<file path="config.mk">
export PLATFORM = sky130hd
export DESIGN_NAME = deq_cell
export DESIGN_NICKNAME = d
export VERILOG_FILES = /design/src/rtl/core/deq_pkg.sv /design/src/rtl/core/deq_cell.sv
export SDC_FILE = /design/constraint.sdc
export NUM_CORES = 1
export LEC_CHECK = 0
export ABC_CLOCK_PERIOD_IN_PS = 4300
export BUFFER_PORTS_ARGS = -buffer_cell sky130_fd_sc_hd__buf_2
export CORE_ASPECT_RATIO = 1.1
export CORE_MARGIN = 2
export CORE_UTILIZATION = 36
export DETAILED_ROUTE_END_ITERATION = 6
export HOLD_SLACK_MARGIN = 0.12
export PLACE_DENSITY = 0.8
export SLEW_MARGIN = 40
export SYNTH_ARGS = -nofsm -noshare
export SYNTH_HDL_FRONTEND = slang
export SYNTH_SLANG_ARGS = --single-unit
</file>
<file path="constraint.sdc">
create_clock -name clk -period 4.3 [get_ports clk]
set_input_delay 1.29 -clock clk [delete_from_list [all_inputs] [get_ports clk]]
set_output_delay 1.29 -clock clk [all_outputs]
set_load 0.1 [all_outputs]
</file>
<file path="src/rtl/core/deq_pkg.sv">
package deq_pkg;

  // Number of cells in the chain, one stored word per cell.
  localparam int DEPTH = 64;

  // Width of the occupancy counter, wide enough to hold DEPTH itself.
  localparam int CNT_W = $clog2(DEPTH + 1);

  localparam int WORD_W   = 32;
  localparam int CMD_W    = 3;
  localparam int FILL_W   = 7;
  localparam int STATUS_W = 2;

  // Command codes of the input transaction.
  localparam logic [CMD_W-1:0] CMD_PUSH_FRONT = 3'd0;
  localparam logic [CMD_W-1:0] CMD_PUSH_BACK  = 3'd1;
  localparam logic [CMD_W-1:0] CMD_POP_FRONT  = 3'd2;
  localparam logic [CMD_W-1:0] CMD_POP_BACK   = 3'd3;

  // Status codes of the result transaction.
  localparam logic [STATUS_W-1:0] ST_OK    = 2'd0;
  localparam logic [STATUS_W-1:0] ST_EMPTY = 2'd1;
  localparam logic [STATUS_W-1:0] ST_FULL  = 2'd2;

  // Operation broadcast to every cell of the chain.
  typedef enum logic [2:0] {
    CELL_HOLD,
    CELL_SHIFT_IN,
    CELL_SHIFT_OUT,
    CELL_PUSH_BACK,
    CELL_POP_BACK
  } cell_op_t;

  typedef struct packed {
    cell_op_t                 op;
    logic signed [WORD_W-1:0] word;
  } cell_ctl_t;

endpackage

</file>
<file path="src/rtl/core/deq_cell.sv">
module deq_cell
  import deq_pkg::*;
(
  input  logic                     clk,
  input  logic                     rst_n,
  input  cell_ctl_t                ctl,
  input  logic signed [WORD_W-1:0] left_data,
  input  logic                     left_valid,
  input  logic signed [WORD_W-1:0] right_data,
  input  logic                     right_valid,
  output logic signed [WORD_W-1:0] data,
  output logic                     valid,
  output logic                     last
);

  logic signed [WORD_W-1:0] data_r, data_nxt;
  logic                     valid_r, valid_nxt;

  // Next state of this cell from its own contents and its two neighbors.
  always_comb begin
    data_nxt  = data_r;
    valid_nxt = valid_r;
    case (ctl.op)
      CELL_SHIFT_IN: begin
        data_nxt  = left_data;
        valid_nxt = left_valid;
      end
      CELL_SHIFT_OUT: begin
        data_nxt  = right_data;
        valid_nxt = right_valid;
      end
      CELL_PUSH_BACK: begin
        // Only the first empty cell takes the word: the one behind an occupied cell, or the head cell.
        if (!valid_r && left_valid) begin
          data_nxt  = ctl.word;
          valid_nxt = 1'b1;
        end
      end
      CELL_POP_BACK: begin
        valid_nxt = valid_r & right_valid;
      end
      default: begin
      end
    endcase
  end

  // Occupancy is control state; the word itself needs no reset.
  always_ff @(posedge clk) begin
    if (!rst_n) begin
      valid_r <= 1'b0;
    end else begin
      valid_r <= valid_nxt;
    end
  end

  always_ff @(posedge clk) begin
    data_r <= data_nxt;
  end

  assign data  = data_r;
  assign valid = valid_r;
  assign last  = valid_r & ~right_valid;

endmodule

</file>
# Word level (Yosys, flattened, before mapping)
# Cells that the tools add are included.
# classes
bitwise_logic,3
reduce_logical,6
eq_ne,5
mux,4
# op_table
cell,count
$pmux 32 s3,1
$mux 32,1
$eq 3x2->1 const B,2
$pmux 1 s4,1
$reduce_and 2->1,2
$reduce_bool 4->1,1
$eq 3x1->1 const B,1
$eq 3x3->1 const B,1
$reduce_bool 3->1,1
$and 1x1->1,2
$ne 2x2->1 const B,1
$logic_and 1x1->1,1
$logic_not 1->1,1
$mux 1,1
$not 1->1,1
# totals
in_bits,103
register_bits,33
output_inout_bits,34
wordCells,20

# Depth between registers and ports, before layout
# Gate-level depths: netlist of run 1.
# depth
word_depth,4
depth_mapped,5
depth_no_buf,3

# Worst setup path before layout of run 1
# Ideal clock, no wire load.
# synth_timing
path_kind,in2reg
from,input ctl[32] (netlist name)
to,"register data_r[0] (netlist: data[0]), enable pin"
setup_ns,0.461
setup_slack_ns,-0.090
required_ns,3.839
n_path_buf,2
arrival_time_ns,3.929
stages,5
path_cell_list,buf_6 > buf_4 > nand2_1 > a21oi_1 > nor3_1
# synth_via
elab_chain_cells,3
elab_cells_between_ends,6
cone_classes,eq/ne: 4; reduce/logical: 2
# synth_rtl
element,line_no,rtl
from (decl),deq_cell.sv:6,"input cell_ctl_t ctl,"
$eq 3x2->1 / $eq 3x1->1 (equally long branches),deq_cell.sv:23,case (ctl.op)
$ne 2x2->1 (no line) / $reduce_bool 3->1 (equally long branches),n/a,
$reduce_and 2->1 (no line) *,n/a,
to (signal assigned),deq_cell.sv:57,data_r <= data_nxt;
to (decl),deq_cell.sv:16,"logic signed [WORD_W-1:0] data_r, data_nxt;"
# Mark *: on every way between the ends. The rest lies on a longest branch, timed or not.
# A chain may end at the register's enable or synchronous reset.

# Worst setup path in the final report of run 1
# layout_timing
from,input right_valid
to,output last
# layout_via
elab_chain_cells,2
# layout_rtl
element,line_no,rtl
from (decl),deq_cell.sv:10,"input logic right_valid,"
$not 1->1,deq_cell.sv:62,assign last = valid_r & ~right_valid;
$and 1x1->1,deq_cell.sv:62,
to (decl),deq_cell.sv:13,output logic last
# No other way between the ends.

==> reports/metrics.yaml, run 1 <==
final_layout:
  num_antenna_cells: 0
  fill_cells: 448
  multi_input_area_um2: 706
  drive_above_1_share: 0.510
  seqCellArea_um2: 981
  num-nets-final: 392
  final_cells: 346
  syn2layout_area_growth_pct: 44.9
drt:
  drc: 0
  wl_per_cell_um: 11.9
  dr.pass1.iters: 4
  drt-initial-drc-count: 105
  vias: 1646
  routed_via_density: 4.76
  drt_wl_total_um: 4100
  drt.antenna.violating_nets: 0
global_routing:
  track_usage: 0.154
  grt_pass1_wl_um: 6780
  grt_max_degree: 65
  grt-ovfl-total: 0
  antenna_found_initial: 0
  grt_pass1_vias: 1577
setup_path:
  crit_arrival_ps: 1890
  cp_max_fo: 3
  worstPathCellList: "buf_2 > nor2_1 > buf_2"
  path_class: "in -> out"
  cpMostUsedCell: "buf_2"
  slowest_stage: "buf_2"
  cp-end-kind: "output pin"
  cp-start-kind: "primary input"
  cpPeakStageDelay_ps: 420
  critical_path_required_ps: 3010
min_path:
  worstHoldPathType: "reg -> reg"
clocking:
  clock_latency_ps: 270
  h-tree-depth: 2
  clockBufferDepth: 2
  clockRootBuffer: "clkbuf_8"
  cts_hold_repair.buffers: 0
  cts_tree: "yes"
  cts_buffers: 5
  clk_pin_slew_worst_paths_ps: 60
  clock-sinks: 33
  post-cts-setup-buffer-count: 0
  ctsResizeCount: 0
synthesis:
  yosys_warnings: 0
  synth-edff-count: 32
  synth_area_um2: 1750
  yosys.area.top_type_share: 0.548
  ys_async_sr_fraction: 0
  synthFlopType: "edfxtp_1"
  syn_avg_cell_area_um2: 11.3
  netlist_instances: 155
  syn_nets: 258
  netlist-cell-type-count: 18
  synth.area.top_cells: "edfxtp_1 (55%), mux2i_1 (18%), o21ai_1 (9.1%)"
  yosysMostFrequentCell: "nand2_1"
  netlist.top_cell.by_area: "edfxtp_1"
  yosys-top-cells-count: "nand2_1 (33), edfxtp_1 (32), mux2i_1 (32), o21ai_1 (32), buf_4 (7)"
  synth-seq-cells: 33
  ys_seq_area_frac: 0.559
floorplanning:
  dieHeight_um: 77.2
  ioPinCount: 137
  start_util: 0.374
  dieArea_um2: 5450
  num_rows: 26
  die_x_um: 70.6
  core_um2: 4680
status:
  status: "finished, final reports clean"
placement:
  port-buffer-count: 136
  globalplace.congestion: 0.735
  dp_hpwl_um: 3190
  place_inst: 338
sta:
  slew_headroom: 0.539
  finalSetupViolCount: 0
  fin_crit_ps: 3180
  rsz0062_at_grt: "false"
  skew_ps: 4.17
  slew_viol_final: 0
  finalSetupTns_ps: 0
  worstMarginPinSlew_ps: 689
  hold_slack_ps: 593
  finalCritPeriodShare: 0.740
  max_freq_mhz: 314
  hold_violations: 0
pwr:
  power.density_nw_per_um2: 348
  ir_worst_vdd_v: 0.000190
  leakagePower_nw: 1.27
flow_run:
  cap_violations: 0
## metal layers
metal	track usage	share of wire
met4	0.0491	0.019
met3	0.0578	0.094
met5	0	0
met2	0.285	0.52
met1	0.160	0.37
## metrics by stage
stage	power [mW]	instance area [um2]	util	setup slack (ps)
2_1_floorplan	0.611	1760	-	469
3_3_place_gp	0.678	2450	0.524	1120
3_5_place_dp	0.684	2460	0.525	1120
4_1_cts	0.900	2540	0.542	1120
5_1_grt	0.931	2540	0.542	1090
6_report	0.885	2540	0.542	1120
## cell usage in the layout (no fill, tap or decap)
| cell | n |
|---|---|
| nor2_1 | 2 |
| nor3b_1 | 1 |
| edfxtp_1 | 32 |
| o21ai_0 | 2 |
| dfxtp_1 | 1 |
| buf_2 | 136 |
| clkinv_2 | 1 |
| or3b_1 | 2 |
| a2111oi_2 | 1 |
| a21oi_2 | 1 |
| nor3_4 | 1 |
| o21ai_1 | 32 |
| nand2b_4 | 1 |
| mux2i_1 | 32 |
| a21oi_1 | 1 |
| inv_1 | 2 |
| nand2_1 | 33 |
| clkbuf_8 | 5 |
| clkinv_1 | 2 |
| buf_4 | 2 |
## final timing paths
kind / start / to / slack (ps) / cells after the start
setup reg to reg: valid / data[6] / 2490 / 4
hold / removal: valid / valid / 590 / 2
hold reg to reg: valid / valid / 590 / 2
setup / recovery: right_valid / last / 1120 / 3
## sequential cells by signal, summed over array words and instances, names as in the netlist
register  flops
data         32
valid         1
## kinds of logic after synthesis
family | after synthesis | synth area share
flops | 33 | 0.559
compound gates | 37 | 0.113
buf+inv | 13 | 0.0492
mux | 32 | 0.183
simple gates | 40 | 0.0956
## cell type report
type                            instances  area share
Sequential cell                        33       0.386
Multi-Input combinational cell        109       0.278
Timing Repair Buffer                  138       0.274
Tap cell                               56      0.0276
Clock buffer                            5      0.0271
Clock inverter                          3     0.00492
Inverter                                2     0.00295
## worst max-delay path, delay by kind of cell
| family | cells | cell delay (ps) |
|---|---|---|
| and+or+nand+nor | 1 | 70 |
| buffers and inverters | 2 | 530 |
## where the power goes
group | internal (mW) | switching, mW | leakage, nW
clock | 0.109 | 0.103 | 0.0430
sequential | 0.381 | 0.00479 | 0.315
combinational | 0.0747 | 0.214 | 0.917
Power figures use the tool's default switching activity.
==> inputs of run 2 (changes only) <==
Settings changed: ABC_CLOCK_PERIOD_IN_PS 4300 to 3200, CORE_UTILIZATION 36 to 39, PLACE_DENSITY 0.8 to 0.82.
Clock period 4.3 ns to 3.2 ns, I/O delays scaled along.
==> run 2 against run 1 <==
Effect of this change: final area up 0.98%; power up 35%; combinational power up 37%; via count about the same; non-clock buffer count up 3; setup slack worse by 440 ps; clock skew up 0.70 ps; wire length up 4.6%; critical path depth unchanged; sequential power up 34%; largest power group unchanged.
==> reports/metrics.yaml, run 2 (synthesis results as in run 1) <==
final_layout:
  num-nets-final: 395  # +0.77%
  seqCellArea_um2: 981  # unchanged
  num_antenna_cells: 0  # unchanged
  drive_above_1_share: 0.517  # +0.00678
  finalInstanceArea_um2: 2570  # +0.98%
  multi_input_area_um2: 703  # -0.35%
  fill_cells: 364  # -19%
  syn2layout_area_growth_pct: 46.3
  final_cell_mix: "buf_2 (136), nand2_1 (33), mux2i_1 (32), o21ai_1 (32), edfxtp_1 (32)"
  largest_reg_flops: 32  # unchanged
  post-route-util: 0.594  # +0.0520
  layout_commonest_cell: "buf_2"
placement:
  port-buffer-count: 136  # unchanged
  placed_area_um2: 2490  # +1.2%
  dp_hpwl_um: 3510  # +10%
  globalplace.congestion: 0.671  # -8.6%
setup_path:
  r2r_slack_ps: 1910  # -580 ps
  crit_family: "buffers and inverters"
  reg2reg_to: "data[0]"
  cp-start-kind: "primary input"
  critical_path_required_ps: 2240  # -770 ps
  cpPeakStageDelay_ps: 420  # about the same
  cp_num_buf_inv: 2  # unchanged
  path_class: "in -> out"
  crit_arrival_ps: 1570  # -320 ps
  cp_max_fo: 3  # unchanged
  worstPathCellList: "buf_2 > nor2_2 > buf_2"
  slowest_stage: "buf_2"
  cpMostUsedCell: "buf_2"
  rr_worst_depth: 4  # unchanged
  reg2reg_from: "valid"
  cp-end-kind: "output pin"
global_routing:
  grt_pass1_vias: 1416  # -10%
  antenna_found_initial: 0  # unchanged
  grt-ovfl-total: 0  # unchanged
  grt_pass1_wl_um: 6340  # -6.5%
  track_usage: 0.171  # +0.0165
  grt_max_degree: 35  # -46%
clocking:
  clock-sinks: 33  # unchanged
  clockBufferDepth: 2  # unchanged
  h-tree-depth: 2  # unchanged
  clock_latency_ps: 280  # about the same
  cts_tree: "yes"
  post-cts-setup-buffer-count: 0  # unchanged
  cts_buffers: 5  # unchanged
  clk_pin_slew_worst_paths_ps: 60  # about the same
  ctsResizeCount: 0  # unchanged
  clockRootBuffer: "clkbuf_8"
  cts_hold_repair.buffers: 0  # unchanged
drt:
  dr.pass1.iters: 4  # unchanged
  drt.antenna.violating_nets: 0  # unchanged
  drc: 0  # unchanged
  drt_wl_total_um: 4290  # +4.6%
  drt-initial-drc-count: 77  # -27%
  wl_per_cell_um: 12.4  # +4.6%
  vias: 1645  # -0.061%
  routed_via_density: 4.75  # about the same
pwr:
  pwr-share-seq: 0.435  # about the same
  power.density_nw_per_um2: 464  # +33%
  power_frac_clock: 0.235  # -0.004
  leakagePower_nw: 1.28  # +0.77%
  p_sw_frac: 0.360  # -0.00227
  p_sw_mw: 0.429  # +34%
  p_int_mw: 0.762  # +35%
  combPwrFrac: 0.330  # +0.004
  ir_worst_vdd_v: 0.000247  # +30%
sta:
  finalSetupViolCount: 0  # unchanged
  slew_headroom: 0.616  # +0.0766
  fin_crit_ps: 2530
  finalSetupTns_ps: 0  # unchanged
  hold_violations: 0  # unchanged
  slew_viol_final: 0  # unchanged
  max_freq_mhz: 396
  rsz0062_at_grt: "false"
  finalCritPeriodShare: 0.789
  skew_ps: 4.87  # +0.699 ps
  worstMarginPinSlew_ps: 576  # -113 ps
min_path:
  hp-start: "valid"
  min_to: "valid"
  holdPathStages: 2  # unchanged
  worstHoldPathType: "reg -> reg"
flow_run:
  cap_violations: 0  # unchanged
floorplanning:
  dieArea_um2: 5050  # -7.3%
  start_util: 0.406  # +0.0319
  die_x_um: 67.9  # -3.7%
  dieHeight_um: 74.3  # -3.7%
  num_rows: 25  # -3.8%
  core_um2: 4320  # -7.9%
  ioPinCount: 137  # unchanged
status:
  status: "finished, final reports clean"
[run 2: layout make-up]
type                    count  share of cell area
clock inverters             1             0.00146
clock buffers               6              0.0283
multi-input cells         109               0.274
flip-flops and latches     33               0.382
well taps                  54              0.0263
inverters                   2             0.00293
repair buffers            141               0.285
[run 2: how the worst max path moves through the flow]
stage,from,endpoint,slack (ps),cells after the start
finish,right_valid,last,670,3
global route,right_valid,last,650,3
CTS,right_valid,last,670,3
detailed placement,right_valid,last,670,3
global placement,right_valid,last,690,3
floorplan,ctl[32],data[0],120,5
[run 2: stage by stage]
step	instances	hold WS [ps]	setup slack [ps]	total power, mW
2_1_floorplan	155	1030	118	0.821
3_3_place_gp	339	563	687	0.917
3_5_place_dp	339	559	672	0.925
4_1_cts	346	568	668	1.21
5_1_grt	346	614	655	1.25
6_report	346	563	674	1.19
[run 2: layer usage]
layer  vias up  part of all wire  global-route usage
met2        85              0.51               0.299
li1        837                 -                   -
met4         0             0.012              0.0533
met3         5              0.12              0.0651
met1       718              0.36               0.191
met5         -                 0                   0
[run 2: worst register-to-register path: cells and delay by family, from the launching register on]
family / cells / cell delay [ps]
compound gates: 1 / 100
buf+inv: 2 / 360
simple gates: 1 / 170
flops: 1 / 340
[run 2: power groups by stage]
stage	Clock (mW)	Sequential [mW]	Combinational, mW
finish	0.280	0.518	0.394
global route	0.314	0.521	0.417
CTS	0.292	0.519	0.397
detailed placement	0	0.528	0.397
global placement	0	0.526	0.391
floorplan	0	0.727	0.0939
